<file path="src/rtl/cre_pkg.sv">
// ----------------------------------------------------------------------------
// cre_pkg: shared types and constants for the colour register encoder
// Payload structs, register indexes and conversion constants.
// ----------------------------------------------------------------------------
package cre_pkg;

	// configuration register indexes
	localparam logic [2:0] REG_TRUECOLOR   = 3'd0;
	localparam logic [2:0] REG_INVERT      = 3'd1;
	localparam logic [2:0] REG_GREY        = 3'd2;
	localparam logic [2:0] REG_PAL_ENTRIES = 3'd3;
	localparam logic [2:0] REG_RED_LAYOUT  = 3'd4;
	localparam logic [2:0] REG_GRN_LAYOUT  = 3'd5;
	localparam logic [2:0] REG_BLU_LAYOUT  = 3'd6;

	localparam int CFG_DATA_W = 10;

	localparam logic [9:0]  TRUE_COLOUR_SLOTS = 10'd16;
	localparam logic [15:0] GREY_WEIGHT_R     = 16'd19595;
	localparam logic [15:0] GREY_WEIGHT_G     = 16'd38470;
	localparam logic [15:0] GREY_WEIGHT_B     = 16'd7471;
	localparam logic [20:0] ROUND_BIAS        = 21'h7FFF;
	localparam logic [15:0] FULL_LEVEL        = 16'hFFFF;
	localparam logic [4:0]  MAX_FIELD_LEN     = 5'd16;

	// output target codes
	localparam logic TARGET_PSEUDO = 1'b0;
	localparam logic TARGET_HW_PAL = 1'b1;

	// status codes
	localparam logic STATUS_OK     = 1'b0;
	localparam logic STATUS_REJECT = 1'b1;

	typedef struct packed {
		logic [9:0]  entry_number;
		logic [15:0] red_level;
		logic [15:0] green_level;
		logic [15:0] blue_level;
	} cre_req_t;

	typedef struct packed {
		logic        target_kind;
		logic [9:0]  entry_index;
		logic [31:0] packed_word;
		logic        status;
	} cre_res_t;

endpackage

</file>
<file path="src/rtl/colour_register_encoder.sv">
// ----------------------------------------------------------------------------
// colour_register_encoder: colour request to colour register word
// Optional inversion and weighted grey, then true-colour field packing or
// rounded 4:4:4 palette word, with range check on the register number.
// ----------------------------------------------------------------------------
//  channel   | signals                            | transfer
//  ----------+------------------------------------+-------------------------
//  request   | start, busy, request               | start & !busy at clk
//  result    | result_valid, result               | one-cycle strobe
//  config    | cfg_write, cfg_index, cfg_data     | cfg_write at clk
//
// One beat is taken every cycle; busy is never raised.
// A beat passes the input register, the grey weight multipliers, then
// sum, packing and the result register.
// Reset clears the stage valids and loads the register defaults.
// Results cannot be held off, so the pipeline never stalls.
module colour_register_encoder (
	input  logic               clk,
	input  logic               arst_n,
	input  logic               start,
	output logic               busy,
	input  cre_pkg::cre_req_t  request,
	output logic               result_valid,
	output cre_pkg::cre_res_t  result,
	input  logic               cfg_write,
	input  logic [2:0]         cfg_index,
	input  logic [9:0]         cfg_data
);
	import cre_pkg::*;

	logic       truecolor_q;
	logic       invert_q;
	logic       grey_q;
	logic [8:0] pal_entries_q;
	logic [9:0] red_layout_q;
	logic [9:0] grn_layout_q;
	logic [9:0] blu_layout_q;

	logic        valid_s1, valid_s2, valid_s3;
	logic [9:0]  num_s1, num_s2;
	logic [15:0] r_s1, g_s1, b_s1;
	logic [15:0] r_s2, g_s2, b_s2;
	logic [31:0] prod_r_s2, prod_g_s2, prod_b_s2;
	cre_res_t    res_s3;

	logic        accept;
	logic [31:0] grey_sum;
	logic [15:0] r_f, g_f, b_f;
	logic        ok;
	logic [31:0] word;
	cre_res_t    res_d;

	function automatic logic [31:0] place_channel(input logic [15:0] level,
			input logic [9:0] layout);
		logic [4:0]  len;
		logic [4:0]  shamt;
		logic [31:0] v;
		len = (layout[9:5] > MAX_FIELD_LEN) ? MAX_FIELD_LEN : layout[9:5];
		shamt = MAX_FIELD_LEN - len;
		v = {16'd0, level} >> shamt;
		return v << layout[4:0];
	endfunction

	function automatic logic [3:0] round_nibble(input logic [15:0] level);
		logic [20:0] t;
		t = {1'b0, level, 4'd0} + ROUND_BIAS - {5'd0, level};
		return t[19:16];
	endfunction

	assign busy   = 1'b0;
	assign accept = start & ~busy;

	// configuration registers
	always_ff @(posedge clk or negedge arst_n) begin
		if (!arst_n) begin
			truecolor_q   <= 1'b1;
			invert_q      <= 1'b0;
			grey_q        <= 1'b0;
			pal_entries_q <= 9'd16;
			red_layout_q  <= 10'd136;
			grn_layout_q  <= 10'd132;
			blu_layout_q  <= 10'd128;
		end else if (cfg_write) begin
			unique case (cfg_index)
				REG_TRUECOLOR:   truecolor_q   <= cfg_data[0];
				REG_INVERT:      invert_q      <= cfg_data[0];
				REG_GREY:        grey_q        <= cfg_data[0];
				REG_PAL_ENTRIES: pal_entries_q <= cfg_data[8:0];
				REG_RED_LAYOUT:  red_layout_q  <= cfg_data;
				REG_GRN_LAYOUT:  grn_layout_q  <= cfg_data;
				REG_BLU_LAYOUT:  blu_layout_q  <= cfg_data;
				default: ;
			endcase
		end
	end

	// stage valids
	always_ff @(posedge clk or negedge arst_n) begin
		if (!arst_n) begin
			valid_s1 <= 1'b0;
			valid_s2 <= 1'b0;
			valid_s3 <= 1'b0;
		end else begin
			valid_s1 <= accept;
			valid_s2 <= valid_s1;
			valid_s3 <= valid_s2;
		end
	end

	// stage 1: capture, inversion folded in front of the register
	always_ff @(posedge clk) begin
		if (accept) begin
			num_s1 <= request.entry_number;
			r_s1   <= invert_q ? FULL_LEVEL - request.red_level   : request.red_level;
			g_s1   <= invert_q ? FULL_LEVEL - request.green_level : request.green_level;
			b_s1   <= invert_q ? FULL_LEVEL - request.blue_level  : request.blue_level;
		end
	end

	// stage 2: grey weights
	always_ff @(posedge clk) begin
		num_s2    <= num_s1;
		r_s2      <= r_s1;
		g_s2      <= g_s1;
		b_s2      <= b_s1;
		prod_r_s2 <= {16'd0, r_s1} * {16'd0, GREY_WEIGHT_R};
		prod_g_s2 <= {16'd0, g_s1} * {16'd0, GREY_WEIGHT_G};
		prod_b_s2 <= {16'd0, b_s1} * {16'd0, GREY_WEIGHT_B};
	end

	// weights sum to 65536, so the sum never wraps
	always_comb begin
		grey_sum = prod_r_s2 + prod_g_s2 + prod_b_s2;
		r_f = grey_q ? grey_sum[31:16] : r_s2;
		g_f = grey_q ? grey_sum[31:16] : g_s2;
		b_f = grey_q ? grey_sum[31:16] : b_s2;
		if (truecolor_q) begin
			ok   = num_s2 < TRUE_COLOUR_SLOTS;
			word = place_channel(r_f, red_layout_q) | place_channel(g_f, grn_layout_q)
				| place_channel(b_f, blu_layout_q);
		end else begin
			ok   = num_s2 < {1'b0, pal_entries_q};
			word = {20'd0, round_nibble(r_f), round_nibble(g_f), round_nibble(b_f)};
		end
		res_d.target_kind = truecolor_q ? TARGET_PSEUDO : TARGET_HW_PAL;
		res_d.entry_index = num_s2;
		res_d.packed_word = ok ? word : 32'd0;
		res_d.status      = ok ? STATUS_OK : STATUS_REJECT;
	end

	// stage 3: result register
	always_ff @(posedge clk) begin
		res_s3 <= res_d;
	end

	assign result_valid = valid_s3;
	assign result       = res_s3;

endmodule

</file>
<file path="config.mk">
export PLATFORM = sky130hd
export DESIGN_NAME = colour_register_encoder
export DESIGN_NICKNAME = d
export VERILOG_FILES = /design/src/rtl/cre_pkg.sv /design/src/rtl/colour_register_encoder.sv
export SDC_FILE = /design/constraint.sdc
export NUM_CORES = 2
export LEC_CHECK = 0
export BUFFER_PORTS_ARGS = -buffer_cell sky130_fd_sc_hd__buf_2
export CAP_MARGIN = 5
export CORE_MARGIN = 2
export CORE_UTILIZATION = 30
export CTS_BUF_LIST = sky130_fd_sc_hd__clkbuf_16
export DETAILED_ROUTE_END_ITERATION = 12
export PLACE_DENSITY_LB_ADDON = 0.3
export SYNTH_ARGS = -nofsm -noshare
export SYNTH_HDL_FRONTEND = slang
export SYNTH_SLANG_ARGS = --single-unit
</file>
<file path="constraint.sdc">
create_clock -name clk -period 5.79 [get_ports clk]
set_clock_uncertainty 0.15 [all_clocks]
set_input_delay 0.579 -clock clk [delete_from_list [all_inputs] [get_ports clk]]
set_output_delay 0.579 -clock clk [all_outputs]
set_load 0.05 [all_outputs]
</file>
---- Yosys cells after proc, flatten, opt, wreduce, memory -nomap -nowiden ----
Index checks and enable logic that the tools add are counted.
word-level totals
  register bits after elaboration ......... 296
  bits in latches ......................... 0
  bits in writable memories ............... 0
  memory bits (read-only) ................. 0
  bits of input ports ..................... 75
  word-level logic and storage cells ...... 84
  memories kept ........................... 0
cells by class
  $add $sub $neg .......................... 14
  multiply operators ...................... 3
  div/mod/pow operators ................... 0
  magnitude comparators ................... 5
  equality and inequality tests ........... 6
  shift operators ......................... 6
  multiplexer cells ....................... 13
  bitwise operators ....................... 2
  reduce and logical (&&, ||, !) cells .... 9
operators with widths
  kind                                                                           count
  16-bit two-way mux                                                             6
  32-bit by 5-bit left shift with 32-bit output                                  3
  16-bit by 5-bit right shift with 32-bit output                                 3
  32-bit OR                                                                      2
  16-bit by 15-bit multiplier with 31-bit output, second input constant          2
  20-bit by 15-bit adder with 20-bit output, second input constant               3
  20-bit by 16-bit subtractor with 20-bit output                                 3
  16-bit subtractor, first input constant                                        3
  31-bit by 32-bit adder with 32-bit output                                      1
  32-bit by 29-bit adder with 32-bit output                                      1
  16-bit by 13-bit multiplier with 29-bit output, second input constant          1
  2-bit AND reduction                                                            8
  5-bit > comparator, second input constant                                      3
  5-bit two-way mux                                                              3
  5-bit subtractor, first input constant                                         3
  12-bit two-way mux                                                             1
  10-bit by 5-bit less-than comparator with 1-bit output, second input constant  1
  10-bit by 9-bit less-than comparator with 1-bit output                         1
  3-bit equality test, second input constant                                     3
  3-bit by 2-bit equality test with 1-bit output, second input constant          2
  3-bit by 1-bit equality test with 1-bit output, second input constant          1
  3-bit logical NOT                                                              1
  1-bit two-way mux                                                              3

---- Logic depth before layout (Yosys ltp) ----
  depth in word-level cells ............... 8
  depth in mapped cells ................... 25
  mapped depth without buffers ............ 25

---- Worst setup path after synthesis ----
Ideal clock, no wire load.
  kind .................................... reg-to-reg
  start ................................... register g_s1[12]
  end ..................................... register prod_g_s2[31]
  setup time .............................. 0.072 ns
  arrival time ............................ 5.515 ns
  setup slack ............................. 0.052 ns
  cell stages (with the launch flop) ...... 18
  buffers on the path ..................... 0
  period minus slack after synthesis ...... 5.738 ns
  cells stage by stage .................... edfxtp_1 ha_1 ha_1 fa_1 fa_1 fa_1 fa_1 ha_1 or2_2 a21oi_1 a21oi_1 a2111oi_0 nor2_1 a41o_1 o41ai_1 o21ai_0 o41ai_1 xnor2_1
on the way
  cells in the longest elaborated chain, start to end .. 1
ends and longest elaborated chain
  what                                            line                            text
  start, declared                                 colour_register_encoder.sv:41   logic [15:0] r_s1, g_s1, b_s1;
  start signal, assigned                          colour_register_encoder.sv:115  g_s1 <= invert_q ? FULL_LEVEL - request.green_level : request.green_level;
  16-bit by 15-bit multiplier with 31-bit output  colour_register_encoder.sv:127  prod_g_s2 <= {16'd0, g_s1} * {16'd0, GREY_WEIGHT_G};
  end signal, assigned                            colour_register_encoder.sv:127
  end, declared                                   colour_register_encoder.sv:43   logic [31:0] prod_r_s2, prod_g_s2, prod_b_s2;
Every way passes these cells.
A chain may end at the register's enable or synchronous reset.

---- Worst setup path after layout ----
  start ................................... register prod_b_s2[8]
  end ..................................... register res_s3, in the netlist result[27]
on the way
  cells in the longest elaborated chain, start to end .. 6
ends and longest elaborated chain
  what                                            line                                                            text
  start, declared                                 colour_register_encoder.sv:43
  start signal, assigned                          colour_register_encoder.sv:128                                  prod_b_s2 <= {16'd0, b_s1} * {16'd0, GREY_WEIGHT_B};
  32-bit by 29-bit adder with 32-bit output *     colour_register_encoder.sv:133                                  grey_sum = prod_r_s2 + prod_g_s2 + prod_b_s2;
  16-bit two-way mux, on equally long branches    colour_register_encoder.sv:134, colour_register_encoder.sv:135
  16-bit by 5-bit right shift with 32-bit output  colour_register_encoder.sv:60                                   v = {16'd0, level} >> shamt;
  32-bit by 5-bit left shift with 32-bit output   colour_register_encoder.sv:61                                   return v << layout[4:0];
  32-bit OR                                       colour_register_encoder.sv:139                                  word = place_channel(r_f, red_layout_q) | place_channel(g_f, grn_layout_q)
  32-bit OR *                                     colour_register_encoder.sv:140                                  | place_channel(b_f, blu_layout_q);
  end signal, assigned                            colour_register_encoder.sv:153                                  res_s3 <= res_d;
  end, declared                                   colour_register_encoder.sv:44                                   cre_res_t res_s3;
Every way passes the cells marked *; elsewhere a longest branch is shown, timed or not.

==> metrics list <==
- 121 I/O pins were placed.
- Setup repair after global routing could not meet its margin everywhere.
- The die covers 108300 um2.
* Gate count of the mapped netlist: 3486
* Critical Path Source: prod_b_s2[8]$_DFF_P_
* Count of nets after finishing: 4741
- The initialized floorplan defines 119 standard-cell rows.
- In this run the clock root is driven by a sky130_fd_sc_hd__clkbuf_16.
* Launch instance of the worst min-delay path: request[12]
* Initial standard-cell utilization of the core: 30.16%
- Run status: finished, final reports clean
- DRT Pass-1 Iters: 5
- At the worst endpoint, the arrival time is 5.98 ns.
- For this run, the leading register cell type out of synthesis is sky130_fd_sc_hd__dfxtp_1.
- Worst hold path class: input port to flip-flop
- Number of buffers on the longest clock path: 3
- HPWL reported at the end of detailed placement: 90.48 mm
- Worst-Margin Slew: 1.014 ns
- The tool flagged a number of max-cap violations equal to 0.
* Net count after synthesis: 4245
* Aggregate negative setup slack: 0 ns
* Fmax: 0.1758 GHz
* Via density per instance: 5.249
- The cell area that synthesis handed to floorplanning was 31700 um2.
- For this run, asynchronously set or reset flops after synthesis account for 15.36%.
* Clock tree from TritonCTS: built
- Number of clock sinks: 293
* Category of the worst setup path capture point: flip-flop
- Number of global-route vias before repair: 28163
- The total area inside the core boundary comes to 105100 um2.
- The first global-routing pass estimated 167.7 mm of wire.
- STA classifies the critical path startpoint as a flip-flop.
- Traced cell by cell, the critical path runs through fa_1, ha_4, buf_4, and4_4, nand3_1, o21ba_4, buf_4, a211oi_4, nor3_2, o31ai_1, nand2_1, mux4_2, a2bb2oi_2, nor2_1, a221o_1, a211oi_2, a211oi_1, o41a_1.
- Input and output buffers added on the ports amount to 119.
- Category of the critical setup timing path: flip-flop to flip-flop
- In the final layout, the share of cells above drive strength 1 is 22.90%.
- From left edge to right edge, the die measures 329.1 um.
- Along the worst path, the maximum fanout reaches 7.
* Worst flop-to-flop path startpoint: prod_b_s2[8]$_DFF_P_
* Clock buffers created by TritonCTS: 39
- Clock slew at reported path FFs: 0.07 ns
- In this run the number of H-tree levels came out at 2.
- Dividing the final minimum period by the clock period gives 98.22%.
* Max-slew violation count: 0
* Cell type with the highest occurrence count on the critical path: sky130_fd_sc_hd__buf_4
* Final standard cell utilization of the core: 37.47%
* Number of diodes added for antenna fixing: 0
- Max incr delay on CP: 0.56 ns
- Average wire per cell in the routed design: 20.41 um
* Final-report setup violation count: 0
- Once detail routing completed, the nets flagged for antenna violations numbered 0.
- In this design, the largest share of critical-path delay is due to compound AO/OA/AOI/OAI gates.
- Wirelength, routed: 110.3 mm
- Relative to the synthesized area, the layout overhead comes to 24.24%.
- The die is 329.1 um tall.
- Maximum number of pins on one net before global-route repair: 46
* Synthesized area divided by synthesized cell count: 9.093 um2
- Total Routing Usage GR: 20.10%
- Shortest clock period the worst path allows after layout: 5.687 ns
* Sequential area share after synthesis: 21.07%
* Number of antenna violations at the first check in global routing: 1
- In this run, synthesis produced a sequential element count of 293.
* Clock latency on the worst-skew pair: 0.62 ns
* DRC Markers: 0
- The detailed router finished its first iteration with 1772 violations.
* Total congestion overflow after global routing: 0
* Count of distinct cell types in the synthesized netlist: 108
- For the worst setup path, the data required time is 6.09 ns.
- Routability-driven placement finished with a final weighted congestion of 0.9880.
* Number of flops mapped to enable cells by yosys: 58
- For this run, the number of Yosys warnings is 0.
* Total buffers and inverters traversed by the critical path: 2
- Detailed routing inserted a total of 28368 vias.
* Max_slew headroom: 32.21%
- CP max stage cell: sky130_fd_sc_hd__mux4_2
- The count of endpoints failing hold in the final timing report is 0.
metrics by stage:
step           instance area, um2  hold slack (ns)  setup slack (ns)  std cells
5_1_grt                     39380          0.09517          -0.09076       5404
3_3_place_gp                36750           0.1749          -0.07549       5288
4_1_cts                     38280          0.07058          0.002100       5371
6_report                    39380           0.1093            0.1029       5404
3_5_place_dp                36750           0.1769           -0.1164       5288
2_1_floorplan               31700           0.1334           0.05242       3486
layer usage:
metal	up-vias	global-route usage (%)	part of all wire (%)	routed length [um]
met2	814	34.10	48	52490
met1	13754	25.52	43	47490
met4	0	9.496	5.3	5840
li1	13582	-	-	-
met3	218	2.156	4.1	4476
met5	-	0	0	0
kinds of logic (layout without fill, tap and decap cells):
group,count (synthesis),in the layout,share of synthesized area [%]
AOI/OAI and AO/OA,826,826,18.73
xor gates and xnor gates,143,143,3.951
adders and majority gates,684,684,32.07
buffers and inverters,516,1043,6.248
DFF,293,293,21.07
muxes,98,98,3.935
other,1,1,0.01183
and+or+nand+nor,925,925,13.98
layout by cell type (no fill, tap or decap), drive strengths merged, types with 15 or more instances in the layout:
cell     count
nand2      276
a21oi      173
a311oi      17
buf        584
dfrtp       38
fa         214
a211oi      70
xor2        70
clkinv      18
nand4       28
o21a        25
o21bai      18
clkbuf      41
a21o        37
nor2b       25
edfxtp      58
ha         470
nand2b      24
nor2       210
nor3       101
mux2i       29
inv        383
o2111ai     18
a31oi       47
a22oi       15
nand3       89
o21ai      123
or3         33
dfxtp      190
and3        42
o211ai      35
and2        26
or2         19
a32oi       18
o31ai       16
o22ai       15
mux2        53
mux4        16
nor4        24
xnor2       73
cell type report:
cell class,instances,area (um2)
Multi-Input combinational cell,2677,23930
Clock buffer,41,1026
Sequential cell,293,6686
Timing Repair Buffer,595,4243
Tap cell,1391,1740
Inverter,376,1411
Fill cell,10744,65740
Clock inverter,31,341.6
worst register-to-register path, stage by stage, from the launching register on:
cell and delay, ns:
sky130_fd_sc_hd__dfxtp_1 0.31, sky130_fd_sc_hd__fa_1 0.54, sky130_fd_sc_hd__ha_4 0.30, sky130_fd_sc_hd__buf_4 0.12, sky130_fd_sc_hd__and4_4 0.24, sky130_fd_sc_hd__nand3_1 0.09, sky130_fd_sc_hd__o21ba_4 0.24, sky130_fd_sc_hd__buf_4 0.16
sky130_fd_sc_hd__a211oi_4 0.36, sky130_fd_sc_hd__nor3_2 0.15, sky130_fd_sc_hd__o31ai_1 0.49, sky130_fd_sc_hd__nand2_1 0.20, sky130_fd_sc_hd__mux4_2 0.56, sky130_fd_sc_hd__a2bb2oi_2 0.21, sky130_fd_sc_hd__nor2_1 0.08, sky130_fd_sc_hd__a221o_1 0.43
sky130_fd_sc_hd__a211oi_2 0.24, sky130_fd_sc_hd__a211oi_1 0.13, sky130_fd_sc_hd__o41a_1 0.52
state kept, by name, summed over array words and instances, names as in the netlist, 10 cells and up:
name,flops
blu_layout_q,10
r_s1,16
b_s2,16
g_s1,16
g_s2,16
result,44
num_s1,10
num_s2,10
b_s1,16
prod_g_s2,30
r_s2,16
prod_r_s2,30
prod_b_s2,28
red_layout_q,10
grn_layout_q,10
Yosys cell counts, drive strengths merged (70+ instances only):
library cell  number  area share, %
inv              372            4.4
nand2            276            3.3
a211oi            70            1.8
xor2              70            1.9
fa               214             14
dfxtp            190             12
nor3             101            1.6
xnor2             73            2.0
clkbuf           113            1.3
ha               470             19
a21oi            173            2.8
o21ai            123            2.0
nor2             210            2.5
nand3             89            1.4
what timing repair did:
action	CTS	global route
setup buffers	0	32
hold buffers	11	0
setup endpoints to repair	10	44
resized for setup	10	165
hold endpoints to repair	48	0
pin swaps	1	77
cloned	0	0
path summary, 6_finish.rpt:
path / slack (ns) / depth (start not counted) / end
setup / recovery: 0.10 / 18 / result[27]$_SDFF_PN0_
hold / removal: 0.11 / 2 / b_s1[12]$_DFFE_PP_
setup reg to reg: 0.10 / 18 / result[27]$_SDFF_PN0_
hold reg to reg: 0.19 / 0 / num_s2[7]$_DFF_P_
max in group asynchronous: 4.46 / 3 / invert_q$_DFFE_PN0P_
min in group asynchronous: 0.48 / 3 / red_layout_q[4]$_DFFE_PN0P_
Power is not shown: default switching activity piles up to over one toggle a cycle in this logic, so the estimate is an artifact.
